## src/hw/rtl/bbbu_pkg.sv

```systemverilog
// Shared types, constants and helpers for the binary Bayes belief update block.
// Used by bbbu_divider, binary_bayes_belief_update and the testbench; depends on nothing else.
`timescale 1ns / 1ps

package bbbu_pkg;

   // Probabilities and belief are unsigned Q1.16.
   localparam int FRAC_BITS = 16;
   localparam int PROB_W    = FRAC_BITS + 1;
   localparam int FEAT_W    = 24;
   localparam int THR_W     = 23;
   localparam int CSR_IDX_W = 3;
   localparam int CSR_DAT_W = 23;
   localparam int REQ_DAT_W = 24;
   localparam int RSP_DAT_W = 24;

   // Product of two probabilities, and the widths the divider works at.
   localparam int PROD_W = 2 * PROB_W;
   localparam int NUM_W  = 2 * FRAC_BITS + 1;
   localparam int ACC_W  = PROD_W + 1;

   localparam logic [PROB_W-1:0] PROB_ONE  = PROB_W'(1 << FRAC_BITS);
   localparam logic [PROB_W-1:0] PROB_HALF = PROB_W'(1 << (FRAC_BITS - 1));

   // Register indexes on the configuration port.
   localparam logic [CSR_IDX_W-1:0] REG_FEATURE_THRESHOLD    = 3'd0;
   localparam logic [CSR_IDX_W-1:0] REG_TRANS_OPEN_TO_OPEN   = 3'd1;
   localparam logic [CSR_IDX_W-1:0] REG_TRANS_CLOSED_TO_OPEN = 3'd2;
   localparam logic [CSR_IDX_W-1:0] REG_SENSE_OPEN_IF_OPEN   = 3'd3;
   localparam logic [CSR_IDX_W-1:0] REG_SENSE_OPEN_IF_CLOSED = 3'd4;
   localparam logic [CSR_IDX_W-1:0] REG_DONE_BELIEF_LEVEL    = 3'd5;

   // Register reset values.
   localparam logic [THR_W-1:0]  RST_FEATURE_THRESHOLD    = 23'd114176;
   localparam logic [PROB_W-1:0] RST_TRANS_OPEN_TO_OPEN   = 17'd65536;
   localparam logic [PROB_W-1:0] RST_TRANS_CLOSED_TO_OPEN = 17'd10486;
   localparam logic [PROB_W-1:0] RST_SENSE_OPEN_IF_OPEN   = 17'd57344;
   localparam logic [PROB_W-1:0] RST_SENSE_OPEN_IF_CLOSED = 17'd18022;
   localparam logic [PROB_W-1:0] RST_DONE_BELIEF_LEVEL    = 17'd64881;

   // Control handed to the divider, and its status back.
   typedef struct packed {
      logic              start;
      logic [NUM_W-1:0]  num;
      logic [NUM_W-1:0]  den;
   } div_req_type;

   typedef struct packed {
      logic              done;
      logic [PROB_W-1:0] quot;
   } div_rsp_type;

   // A probability register above one counts as one.
   function automatic logic [PROB_W-1:0] sat_prob(input logic [PROB_W-1:0] v);
      return (v > PROB_ONE) ? PROB_ONE : v;
   endfunction

endpackage

```

## src/hw/rtl/binary_bayes_belief_update.sv

```systemverilog
// Top level of the two-state (open/closed) door Bayes filter.
// Depends on bbbu_pkg and bbbu_divider.
`timescale 1ns / 1ps

// Usage:
// The req_ stream carries one signed Q15.8 sensor feature per transfer. Each
// transfer produces exactly one rsp_ transfer with the open belief (Q1.16),
// the measurement used, whether the belief was rewritten, and the sticky done
// flag. A negative feature keeps the previous measurement.
// The csr_ channel writes one configuration register per transfer and is
// always ready; writes are meant to happen only while the block is idle.
// An item goes from its req_ transfer to its result on rsp_ through four
// multiply-accumulate passes through one shared 17x17 multiplier, a
// predict-clamp step, a check step, the bit-serial divider (17 quotient bits,
// then the quotient is handed back) and the load of the output register,
// which waits until that register is free. With done set the item goes
// straight to the output load; with zero evidence it skips the divider. The
// next transfer can be accepted in the cycle after the result is loaded.
// req_tready is high only while the sequencer is idle, so one item is in work
// at a time. The result sits in an output register; the next item may be
// accepted meanwhile, and its result waits until that register is taken.
// Reset (synchronous) restores the register reset values, sets the belief to
// one half, the last measurement to closed and clears the done flag.
module binary_bayes_belief_update (
   input  logic                               clock,
   input  logic                               reset,
   input  logic                               req_tvalid,
   output logic                               req_tready,
   // [23:0] feature_value
   input  logic [bbbu_pkg::REQ_DAT_W-1:0]     req_tdata,
   output logic                               rsp_tvalid,
   input  logic                               rsp_tready,
   // [16:0] belief_open, [17] measured_open, [18] belief_updated,
   // [19] done_res, [23:20] zero
   output logic [bbbu_pkg::RSP_DAT_W-1:0]     rsp_tdata,
   input  logic                               csr_valid,
   output logic                               csr_ready,
   input  logic [bbbu_pkg::CSR_IDX_W-1:0]     csr_index,
   input  logic [bbbu_pkg::CSR_DAT_W-1:0]     csr_data
);

   localparam int PROB_W = bbbu_pkg::PROB_W;
   localparam int THR_W  = bbbu_pkg::THR_W;
   localparam int PROD_W = bbbu_pkg::PROD_W;
   localparam int ACC_W  = bbbu_pkg::ACC_W;
   localparam int NUM_W  = bbbu_pkg::NUM_W;
   localparam int FRAC   = bbbu_pkg::FRAC_BITS;
   localparam int PO_W   = ACC_W - FRAC;
   localparam logic [PROB_W-1:0] ONE = bbbu_pkg::PROB_ONE;

   localparam logic [3:0] ST_IDLE  = 4'd0;
   localparam logic [3:0] ST_MUL_A = 4'd1;
   localparam logic [3:0] ST_MUL_B = 4'd2;
   localparam logic [3:0] ST_PRED  = 4'd3;
   localparam logic [3:0] ST_MUL_C = 4'd4;
   localparam logic [3:0] ST_MUL_D = 4'd5;
   localparam logic [3:0] ST_CHK   = 4'd6;
   localparam logic [3:0] ST_DIV   = 4'd7;
   localparam logic [3:0] ST_FIN   = 4'd8;

   // Configuration registers.
   logic [THR_W-1:0]  thr_ff;
   logic [PROB_W-1:0] too_ff, tco_ff, soo_ff, soc_ff, lvl_ff;

   // Filter state.
   logic [PROB_W-1:0] belief_ff, belief_in;
   logic              meas_ff, meas_in;
   logic              done_ff, done_in;
   logic              upd_ff, upd_in;

   // Sequencer and datapath.
   logic [3:0]        state_ff, state_in;
   logic [ACC_W-1:0]  acc_ff, acc_in;
   logic [NUM_W-1:0]  num_ff, num_in;
   logic [PROB_W-1:0] po_ff, po_in;

   // Output register.
   logic                          rsp_valid_ff, rsp_valid_in;
   logic [bbbu_pkg::RSP_DAT_W-1:0] rsp_data_ff, rsp_data_in;

   logic [PROB_W-1:0] b_sat, too_sat, tco_sat, soo_sat, soc_sat, lvl_sat;
   logic [PROB_W-1:0] lo, lc, pc;
   logic [PROB_W-1:0] mul_a, mul_b;
   logic [PROD_W-1:0] prod;
   logic [PO_W-1:0]   acc_hi;
   logic              req_xfer;
   logic              rsp_free;

   bbbu_pkg::div_req_type div_req;
   bbbu_pkg::div_rsp_type div_rsp;

   bbbu_divider u_div (
      .clock   (clock),
      .reset   (reset),
      .div_req (div_req),
      .div_rsp (div_rsp)
   );

   assign csr_ready  = 1'b1;
   assign req_tready = (state_ff == ST_IDLE);
   assign req_xfer   = req_tvalid && req_tready;
   assign rsp_free   = !rsp_valid_ff || rsp_tready;
   assign rsp_tvalid = rsp_valid_ff;
   assign rsp_tdata  = rsp_data_ff;

   always_comb begin
      b_sat   = bbbu_pkg::sat_prob(belief_ff);
      too_sat = bbbu_pkg::sat_prob(too_ff);
      tco_sat = bbbu_pkg::sat_prob(tco_ff);
      soo_sat = bbbu_pkg::sat_prob(soo_ff);
      soc_sat = bbbu_pkg::sat_prob(soc_ff);
      lvl_sat = bbbu_pkg::sat_prob(lvl_ff);
      lo      = meas_ff ? soo_sat : ONE - soo_sat;
      lc      = meas_ff ? soc_sat : ONE - soc_sat;
      pc      = ONE - po_ff;
      acc_hi  = acc_ff[ACC_W-1:FRAC];
   end

   // The single multiplier serves the predict and the evidence terms in turn.
   always_comb begin
      case (state_ff)
         ST_MUL_A: begin
            mul_a = b_sat;
            mul_b = too_sat;
         end
         ST_MUL_B: begin
            mul_a = ONE - b_sat;
            mul_b = tco_sat;
         end
         ST_MUL_C: begin
            mul_a = lo;
            mul_b = po_ff;
         end
         ST_MUL_D: begin
            mul_a = lc;
            mul_b = pc;
         end
         default: begin
            mul_a = '0;
            mul_b = '0;
         end
      endcase
      prod = PROD_W'(mul_a) * PROD_W'(mul_b);
   end

   always_comb begin
      state_in     = state_ff;
      acc_in       = acc_ff;
      num_in       = num_ff;
      po_in        = po_ff;
      belief_in    = belief_ff;
      meas_in      = meas_ff;
      done_in      = done_ff;
      upd_in       = upd_ff;
      rsp_valid_in = rsp_valid_ff;
      rsp_data_in  = rsp_data_ff;
      div_req      = '{start: 1'b0, num: num_ff, den: acc_ff[NUM_W-1:0]};

      if (rsp_valid_ff && rsp_tready) begin
         rsp_valid_in = 1'b0;
      end

      case (state_ff)
         ST_IDLE: begin
            if (req_xfer) begin
               upd_in = 1'b0;
               if (done_ff) begin
                  // Once done, items leave the state untouched.
                  state_in = ST_FIN;
               end else begin
                  if (!req_tdata[bbbu_pkg::FEAT_W-1]) begin
                     meas_in = req_tdata[THR_W-1:0] < thr_ff;
                  end
                  state_in = ST_MUL_A;
               end
            end
         end
         ST_MUL_A: begin
            acc_in   = ACC_W'(prod);
            state_in = ST_MUL_B;
         end
         ST_MUL_B: begin
            acc_in   = acc_ff + ACC_W'(prod);
            state_in = ST_PRED;
         end
         ST_PRED: begin
            po_in    = (acc_hi > PO_W'(ONE)) ? ONE : acc_hi[PROB_W-1:0];
            state_in = ST_MUL_C;
         end
         ST_MUL_C: begin
            acc_in   = ACC_W'(prod);
            num_in   = prod[NUM_W-1:0];
            state_in = ST_MUL_D;
         end
         ST_MUL_D: begin
            acc_in   = acc_ff + ACC_W'(prod);
            state_in = ST_CHK;
         end
         ST_CHK: begin
            // Zero evidence leaves the belief as it was.
            if (acc_ff == '0) begin
               state_in = ST_FIN;
            end else begin
               div_req.start = 1'b1;
               state_in      = ST_DIV;
            end
         end
         ST_DIV: begin
            if (div_rsp.done) begin
               belief_in = div_rsp.quot;
               upd_in    = 1'b1;
               if (div_rsp.quot >= lvl_sat) begin
                  done_in = 1'b1;
               end
               state_in = ST_FIN;
            end
         end
         ST_FIN: begin
            if (rsp_free) begin
               rsp_valid_in = 1'b1;
               rsp_data_in  = {4'b0000, done_ff, upd_ff, meas_ff, belief_ff};
               state_in     = ST_IDLE;
            end
         end
         default: begin
            state_in = ST_IDLE;
         end
      endcase
   end

   always_ff @(posedge clock) begin
      if (reset) begin
         state_ff     <= ST_IDLE;
         rsp_valid_ff <= 1'b0;
         belief_ff    <= bbbu_pkg::PROB_HALF;
         meas_ff      <= 1'b0;
         done_ff      <= 1'b0;
         upd_ff       <= 1'b0;
      end else begin
         state_ff     <= state_in;
         rsp_valid_ff <= rsp_valid_in;
         belief_ff    <= belief_in;
         meas_ff      <= meas_in;
         done_ff      <= done_in;
         upd_ff       <= upd_in;
      end
   end

   always_ff @(posedge clock) begin
      acc_ff      <= acc_in;
      num_ff      <= num_in;
      po_ff       <= po_in;
      rsp_data_ff <= rsp_data_in;
   end

   // Configuration writes; indexes past the last register are dropped.
   always_ff @(posedge clock) begin
      if (reset) begin
         thr_ff <= bbbu_pkg::RST_FEATURE_THRESHOLD;
         too_ff <= bbbu_pkg::RST_TRANS_OPEN_TO_OPEN;
         tco_ff <= bbbu_pkg::RST_TRANS_CLOSED_TO_OPEN;
         soo_ff <= bbbu_pkg::RST_SENSE_OPEN_IF_OPEN;
         soc_ff <= bbbu_pkg::RST_SENSE_OPEN_IF_CLOSED;
         lvl_ff <= bbbu_pkg::RST_DONE_BELIEF_LEVEL;
      end else if (csr_valid && csr_ready) begin
         case (csr_index)
            bbbu_pkg::REG_FEATURE_THRESHOLD:    thr_ff <= csr_data[THR_W-1:0];
            bbbu_pkg::REG_TRANS_OPEN_TO_OPEN:   too_ff <= csr_data[PROB_W-1:0];
            bbbu_pkg::REG_TRANS_CLOSED_TO_OPEN: tco_ff <= csr_data[PROB_W-1:0];
            bbbu_pkg::REG_SENSE_OPEN_IF_OPEN:   soo_ff <= csr_data[PROB_W-1:0];
            bbbu_pkg::REG_SENSE_OPEN_IF_CLOSED: soc_ff <= csr_data[PROB_W-1:0];
            bbbu_pkg::REG_DONE_BELIEF_LEVEL:    lvl_ff <= csr_data[PROB_W-1:0];
            default: begin
            end
         endcase
      end
   end

endmodule

```

## src/hw/rtl/bbbu_divider.sv

```systemverilog
// Bit-serial restoring divider: floor(num * 2^16 / den) for num <= den, den != 0.
// One quotient bit per cycle, 17 bits in all. Depends on bbbu_pkg.
`timescale 1ns / 1ps

module bbbu_divider (
   input  logic                  clock,
   input  logic                  reset,
   input  bbbu_pkg::div_req_type div_req,
   output bbbu_pkg::div_rsp_type div_rsp
);

   localparam int NUM_W     = bbbu_pkg::NUM_W;
   localparam int PROB_W    = bbbu_pkg::PROB_W;
   localparam int DIV_STEPS = bbbu_pkg::FRAC_BITS + 1;
   localparam int CNT_W     = $clog2(DIV_STEPS);
   localparam logic [CNT_W-1:0] LAST_STEP = CNT_W'(DIV_STEPS - 1);

   logic              busy_ff, busy_in;
   logic              done_ff, done_in;
   logic [CNT_W-1:0]  cnt_ff, cnt_in;
   logic [NUM_W-1:0]  rem_ff, rem_in;
   logic [NUM_W-1:0]  den_ff, den_in;
   logic [PROB_W-1:0] quot_ff, quot_in;

   logic [NUM_W:0]    rem_shift;
   logic [NUM_W:0]    rem_diff;
   logic              rem_ge;

   // The first step compares the remainder as it is; later steps shift it first.
   always_comb begin
      rem_shift = (cnt_ff == '0) ? {1'b0, rem_ff} : {rem_ff, 1'b0};
      rem_ge    = rem_shift >= {1'b0, den_ff};
      rem_diff  = rem_shift - {1'b0, den_ff};
   end

   always_comb begin
      busy_in = busy_ff;
      done_in = 1'b0;
      cnt_in  = cnt_ff;
      rem_in  = rem_ff;
      den_in  = den_ff;
      quot_in = quot_ff;
      if (div_req.start) begin
         busy_in = 1'b1;
         cnt_in  = '0;
         rem_in  = div_req.num;
         den_in  = div_req.den;
         quot_in = '0;
      end else if (busy_ff) begin
         rem_in  = rem_ge ? rem_diff[NUM_W-1:0] : rem_shift[NUM_W-1:0];
         quot_in = {quot_ff[PROB_W-2:0], rem_ge};
         cnt_in  = cnt_ff + 1'b1;
         if (cnt_ff == LAST_STEP) begin
            busy_in = 1'b0;
            done_in = 1'b1;
         end
      end
   end

   always_ff @(posedge clock) begin
      if (reset) begin
         busy_ff <= 1'b0;
         done_ff <= 1'b0;
         cnt_ff  <= '0;
      end else begin
         busy_ff <= busy_in;
         done_ff <= done_in;
         cnt_ff  <= cnt_in;
      end
   end

   always_ff @(posedge clock) begin
      rem_ff  <= rem_in;
      den_ff  <= den_in;
      quot_ff <= quot_in;
   end

   assign div_rsp.done = done_ff;
   assign div_rsp.quot = quot_ff;

endmodule

```

## config.mk

```make
export PLATFORM = sky130hd
export DESIGN_NAME = binary_bayes_belief_update
export DESIGN_NICKNAME = d
export VERILOG_FILES = /design/src/hw/rtl/bbbu_pkg.sv /design/src/hw/rtl/binary_bayes_belief_update.sv /design/src/hw/rtl/bbbu_divider.sv
export SDC_FILE = /design/constraint.sdc
export NUM_CORES = 2
export LEC_CHECK = 0
export BUFFER_PORTS_ARGS = -buffer_cell sky130_fd_sc_hd__buf_2
export CAP_MARGIN = 30
export CORE_MARGIN = 3
export CORE_UTILIZATION = 61
export CTS_CLUSTER_DIAMETER = 150
export DETAILED_ROUTE_END_ITERATION = 10
export GPL_TIMING_DRIVEN = 0
export PLACE_DENSITY = 0.79
export SETUP_SLACK_MARGIN = 0.1
export SLEW_MARGIN = 15
export SYNTH_ARGS = -nofsm -noshare
export SYNTH_HDL_FRONTEND = slang
export SYNTH_HIERARCHICAL = 1
export SYNTH_SLANG_ARGS = --single-unit
```

## constraint.sdc

```tcl
create_clock -name clock -period 13.9 [get_ports clock]
set_input_delay 0.695 -clock clock [delete_from_list [all_inputs] [get_ports clock]]
set_output_delay 0.695 -clock clock [all_outputs]
set_load 0.02 [all_outputs]
```

# == Word-level counts from Yosys, hierarchy flattened ==
# Index checks and enable logic that the tools add are counted.
# word_totals
register_bits,328
inputBits,55
output_inout_bits,27
word_cells,120
# classes
add_sub_neg,7
multipliers,1
order_cmp,10
eq_ne,17
mux,33
n_bitwise,3
n_reduce_logical,27
# ops
operator,count
$mux W17,8
$pmux W17 S4,2
$gt A17 B17 Y1 const B,6
$mux W33,3
$pmux W35 S2,1
$sub A17 B17 Y17 const A,4
$pmux W4 S9,1
$add A35 B34 Y35,1
$logic_not A35 Y1,1
$ge A34 B33 Y1,1
$mul A17 B17 Y34,1
$mux W34,1
$sub A33 B33 Y33,1
$lt A23 B23 Y1,1
$mux W4,5
$gt A19 B17 Y1 const B,1
$ge A17 B17 Y1,1
$eq A4 B3 Y1 const B,4
$reduce_and A2 Y1,8
$mux W1,11
$reduce_and A3 Y1,3
$eq A4 B2 Y1 const B,2
$eq A3 B2 Y1 const B,2
$eq A3 B3 Y1 const B,2
19 further kinds,27

# == Depth between registers and ports, before layout ==
# logic_depth
word_depth,8
mapped_depth,44
mapped_depth_nobuf,41

# == Modules after synthesis ==
# The synthesis kept the hierarchy.
# by_module_without_submodules
mod,instances,cells_per_inst,area_per_inst_um2,seq_area_each_um2
binary_bayes_belief_update,1,2731,23119.7,5815.6
bbbu_divider,1,591,5890.6,2462.4

# == Worst setup path before layout ==
# OpenSTA, ideal clock, no wires.
# synth_path
kind,register to register
start,register soo_ff[2]
end,register acc_ff[33] (data pin)
setup_ns,0.260
t_arrival_ns,9.613
setup_slack_ns,4.027
path_stages_with_launch,41
path_cell_list,dfxtp_1 -> or3_1 -> or3_1 -> buf_2 -> o41ai_4 -> and2_1 -> o211ai_1 -> o31ai_1 -> nor3_1 -> a211oi_4 -> nor2_1 -> fa_1 -> inv_1 -> fa_1 -> inv_1 -> fa_1 -> inv_1 -> fa_1 -> (+5 left out) -> ha_1 -> and2_1 -> or4_1 -> a211oi_1 -> o21ai_0 -> o311ai_1 -> a21oi_1 -> o21a_1 -> o21a_1 -> nor2_1 -> ha_1 -> a21oi_1 -> nand2_1 -> a211oi_1 -> nor3_1 -> a2bb2oi_1 -> xnor2_1 -> mux2_2
# synth_via
elab_chain_cells,8
# synth_lines
element,line,rtl
"start, declared",binary_bayes_belief_update.sv:63,"logic [PROB_W-1:0] too_ff, tco_ff, soo_ff, soc_ff, lvl_ff;"
"start signal, assigned",binary_bayes_belief_update.sv:262,soo_ff <= bbbu_pkg::RST_SENSE_OPEN_IF_OPEN;
"start signal, assigned",binary_bayes_belief_update.sv:270,bbbu_pkg::REG_SENSE_OPEN_IF_OPEN: soo_ff <= csr_data[PROB_W-1:0];
$gt A17 B17 Y1,bbbu_pkg.sv:55,return (v > PROB_ONE) ? PROB_ONE : v;
$mux W17 (*),bbbu_pkg.sv:55,
$sub A17 B17 Y17,binary_bayes_belief_update.sv:113,lo = meas_ff ? soo_sat : ONE - soo_sat;
$mux W17 (*),binary_bayes_belief_update.sv:113,
$pmux W17 S4 (*),binary_bayes_belief_update.sv:121,case (state_ff)
$mul A17 B17 Y34 (*),binary_bayes_belief_update.sv:143,prod = PROD_W'(mul_a) * PROD_W'(mul_b);
named net prod[27],binary_bayes_belief_update.sv:84,logic [PROD_W-1:0] prod;
$add A35 B34 Y35 (*),"binary_bayes_belief_update.sv:183, binary_bayes_belief_update.sv:196",
$pmux W35 S2 (*),binary_bayes_belief_update.sv:163,case (state_ff)
named net acc_in[33],binary_bayes_belief_update.sv:73,"logic [ACC_W-1:0] acc_ff, acc_in;"
"end signal, assigned",binary_bayes_belief_update.sv:250,acc_ff <= acc_in;
"end, declared",binary_bayes_belief_update.sv:73,
# The timed path passes the listed nets; every way through them passes the cells marked *.
# A chain may end at the register's enable or synchronous reset.

# == Worst setup path after layout ==
# layout_path
start,register state_ff[0]
end,register acc_ff[32] (data pin)
# layout_via
elab_chain_cells,5
# layout_lines
element,line,rtl
"start, declared",binary_bayes_belief_update.sv:72,"logic [3:0] state_ff, state_in;"
"start signal, assigned",binary_bayes_belief_update.sv:240,state_ff <= state_in;
"$eq A4 B3 Y1, or another cell as far along",binary_bayes_belief_update.sv:121,
$pmux W17 S4,binary_bayes_belief_update.sv:121,
$mul A17 B17 Y34 (*),binary_bayes_belief_update.sv:143,
named net prod[27],binary_bayes_belief_update.sv:84,
$add A35 B34 Y35 (*),"binary_bayes_belief_update.sv:183, binary_bayes_belief_update.sv:196",
$pmux W35 S2 (*),binary_bayes_belief_update.sv:163,
named net acc_in[32],binary_bayes_belief_update.sv:73,
# Marked as above.

==> flow_summary.yaml <==
sta:
  hold_ws_ns: 0.3670
  min_period_ns: 12.48
  fin_crit_sh: 0.8982
  clock_skew_ns: 0.03334
  worstMarginPinSlew_ns: 1.015
  setup_viol: 0
  rsz0062_at_grt: "no"
  drv_slew: 0
  setup_tns_ns: 0
  layout_setup_ws_ns: 1.415
  hold_viol: 0
  maxSlewHeadroom: 0.3233
  fmax_mhz: 80.10
floorplan:
  die_x_um: 224.1
  die_h_um: 224.1
  rows: 79
  dieArea_sq_mm: 0.05021
  ios: 82
  initial_utilization: 0.6205
  coreArea_sq_mm: 0.04675
clock_tree:
  clock_latency_ns: 0.57
  h-tree-depth: 2
  cts-root-buf: "clkbuf_16"
  numCtsBuffers: 38
  tritoncts: "built"
  hold_buffers: 0
  clockBufferDepth: 3
  cts.sinks: 328
  cts_setup_buffers: 0
  clk_pin_slew_worst_paths_ns: 0.06
  cts_resized: 0
layout:
  fillers: 3778
  antenna_cells: 0
  syn_to_final_growth_pct: 9.307
  fin_nets: 3972
  multi_input_area_sq_mm: 0.01871
  drive_above_1_share: 0.08517
  register_area_sq_mm: 0.008278
worst_setup_path:
  cp.depth: 38
  slowest_delay_ns: 0.70
  cp.arrival_ns: 12.78
  r2r-start: "state_ff[0]"
  path_max_fanout: 10
  crit_buf_inv: 11
  r2r_slack_ns: 1.42
  endpoint: "acc_ff[32]"
  cp_top_family: "adder cells"
  start_kind: "flip-flop"
  endpoint_kind: "flip-flop"
  cp_slowest_cell: "a222oi_1"
  reg2reg_depth: 38
  cp-startpoint: "state_ff[0]"
  path_class: "flip-flop to flip-flop"
  required_ns: 14.19
  r2r_end: "acc_ff[32]"
routing:
  first_pass_iters: 9
  ant_nets: 0
  vias: 25910
  drc_errors: 0
  routed_via_density: 6.311
  drt_iter0_drc: 3106
  drt_wl_total_um: 90980
  routedWlPerCell_um: 22.16
synth:
  synth-edff-count: 171
  ys.warnings.count: 6
  yosysUniqueCellTypes: 97
  syn_avg_cell_area_sq_um: 8.733
  synth_cells: 3322
  synth_area_leaders: "edfxtp_1, fa_1, dfxtp_1"
  synth_top_area_frac: 0.1770
  synth_top_area_cell: "edfxtp_1"
  yosys-top-cells-count: "nand2_1, inv_1, nor2_1"
  ys_seq_area_frac: 0.2853
  syn-cell-area_sq_mm: 0.02901
  synthMostInstantiatedCell: "nand2_1"
  ys_ff_latch: 328
  async_flop_share: 0
  synth_ff_type: "edfxtp_1"
global_routing:
  grtUsageTotal: 0.3621
  grt_max_degree: 34
  grt_first_pass_wirelength_um: 141600
  antenna_found_initial: 0
  grt_pass1_vias: 25730
  grt-ovfl-total: 0
place:
  io_buffers: 74
  pre_cts_ws_ns: 1.874
  post-dp-hpwl_um: 71430
  gp_congestion: 1.047
pwr:
  p_leak_nw: 14.16
  p_per_area_mw_per_mm2: 112.5
  power_w: 0.003566
  peakVddDrop_mv: 0.08106
hold_path:
  hold_class: "input port to flip-flop"
flow_run:
  maxCapViolCount: 0
outcome:
  status: "completed"
report_power, final:
group,internal [W],switching [W]
logic,0.000401,0.000838
clock network,0.000575,0.000434
registers,0.00118,0.000141
total,0.00215,0.00141
registers in the layout, indices dropped and copies added, names as in the netlist:
name           flops
acc_ff            35
num_ff            33
u_div/den_ff      33
u_div/rem_ff      33
thr_ff            23
rsp_tdata         20
belief_ff         17
lvl_ff            17
po_ff             17
soc_ff            17
soo_ff            17
tco_ff            17
too_ff            17
u_div/quot_ff     17
u_div/cnt_ff       5
state_ff           4
done_ff            1
meas_ff            1
rsp_tvalid         1
u_div/busy_ff      1
u_div/done_ff      1
upd_ff             1
worst min-delay path by stage:
| stage | start | to | slack (ns) | cells after the start |
|---|---|---|---|---|
| final | csr_data[18] | thr_ff[18] | 0.37 | 3 |
| after global routing | reset | u_div/busy_ff | 0.36 | 2 |
| after CTS | reset | u_div/busy_ff | 0.35 | 2 |
| after detailed placement | upd_ff | rsp_tdata[18] | 0.43 | 0 |
| after global placement | upd_ff | rsp_tdata[18] | 0.42 | 0 |
| after floorplan | belief_ff[16] | rsp_tdata[16] | 0.41 | 0 |
stage by stage:
stage / instance area, sq um / cells / utilization
finish: 31710 / 4106 / 0.6782
global route: 31710 / 4106 / 0.6782
CTS: 31680 / 4102 / 0.6777
detailed placement: 30430 / 4033 / 0.6508
global placement: 30150 / 4006 / 0.6449
floorplan: 29020 / 3325 / -
logic make-up (layout without fill, tap and decap cells):
group | after synthesis | count (layout) | synth area share
compound gates | 632 | 632 | 0.1438
xor+xnor | 114 | 114 | 0.03442
fa+ha+maj | 447 | 447 | 0.2513
buf+inv | 542 | 716 | 0.07224
flops | 328 | 328 | 0.2853
mux | 70 | 70 | 0.02609
other cells | 2 | 5 | 0.0002589
simple gates | 1187 | 1187 | 0.1865
cell usage in the layout (no fill, tap or decap), drive strengths merged, types with 32 or more instances in the layout:
| cell | n |
|---|---|
| dfxtp | 157 |
| nor3 | 59 |
| buf | 130 |
| inv | 411 |
| ha | 221 |
| fa | 226 |
| edfxtp | 171 |
| o21ai | 104 |
| nand3b | 37 |
| xnor2 | 64 |
| nand2 | 517 |
| and2 | 40 |
| a21o | 69 |
| a21oi | 226 |
| mux2 | 42 |
| a31oi | 32 |
| xor2 | 50 |
| nor2 | 305 |
| clkbuf | 159 |
final cells by class:
| cell class | instances | share of cell area |
|---|---|---|
| Tap cell | 607 | 0.02395 |
| Inverter | 407 | 0.04818 |
| Clock buffer | 49 | 0.03389 |
| Buffer | 135 | 0.01795 |
| Timing Repair Buffer | 105 | 0.01926 |
| Sequential cell | 328 | 0.2610 |
| Multi-Input combinational cell | 2455 | 0.5900 |
| Clock inverter | 20 | 0.005721 |
per-layer routing:
metal	global-route usage	part of all wire	vias up
met1	0.4868	0.40	12530
met4	0.1752	0.056	0
met2	0.5611	0.44	1530
met3	0.07810	0.11	323
met5	0	0	-
li1	-	-	11530
tightest hold or removal path, stage by stage:
cell and delay (ns):
buf_2 0.10, nand2_1 0.04, a21oi_1 0.05
(Power assumes the default switching activity.)
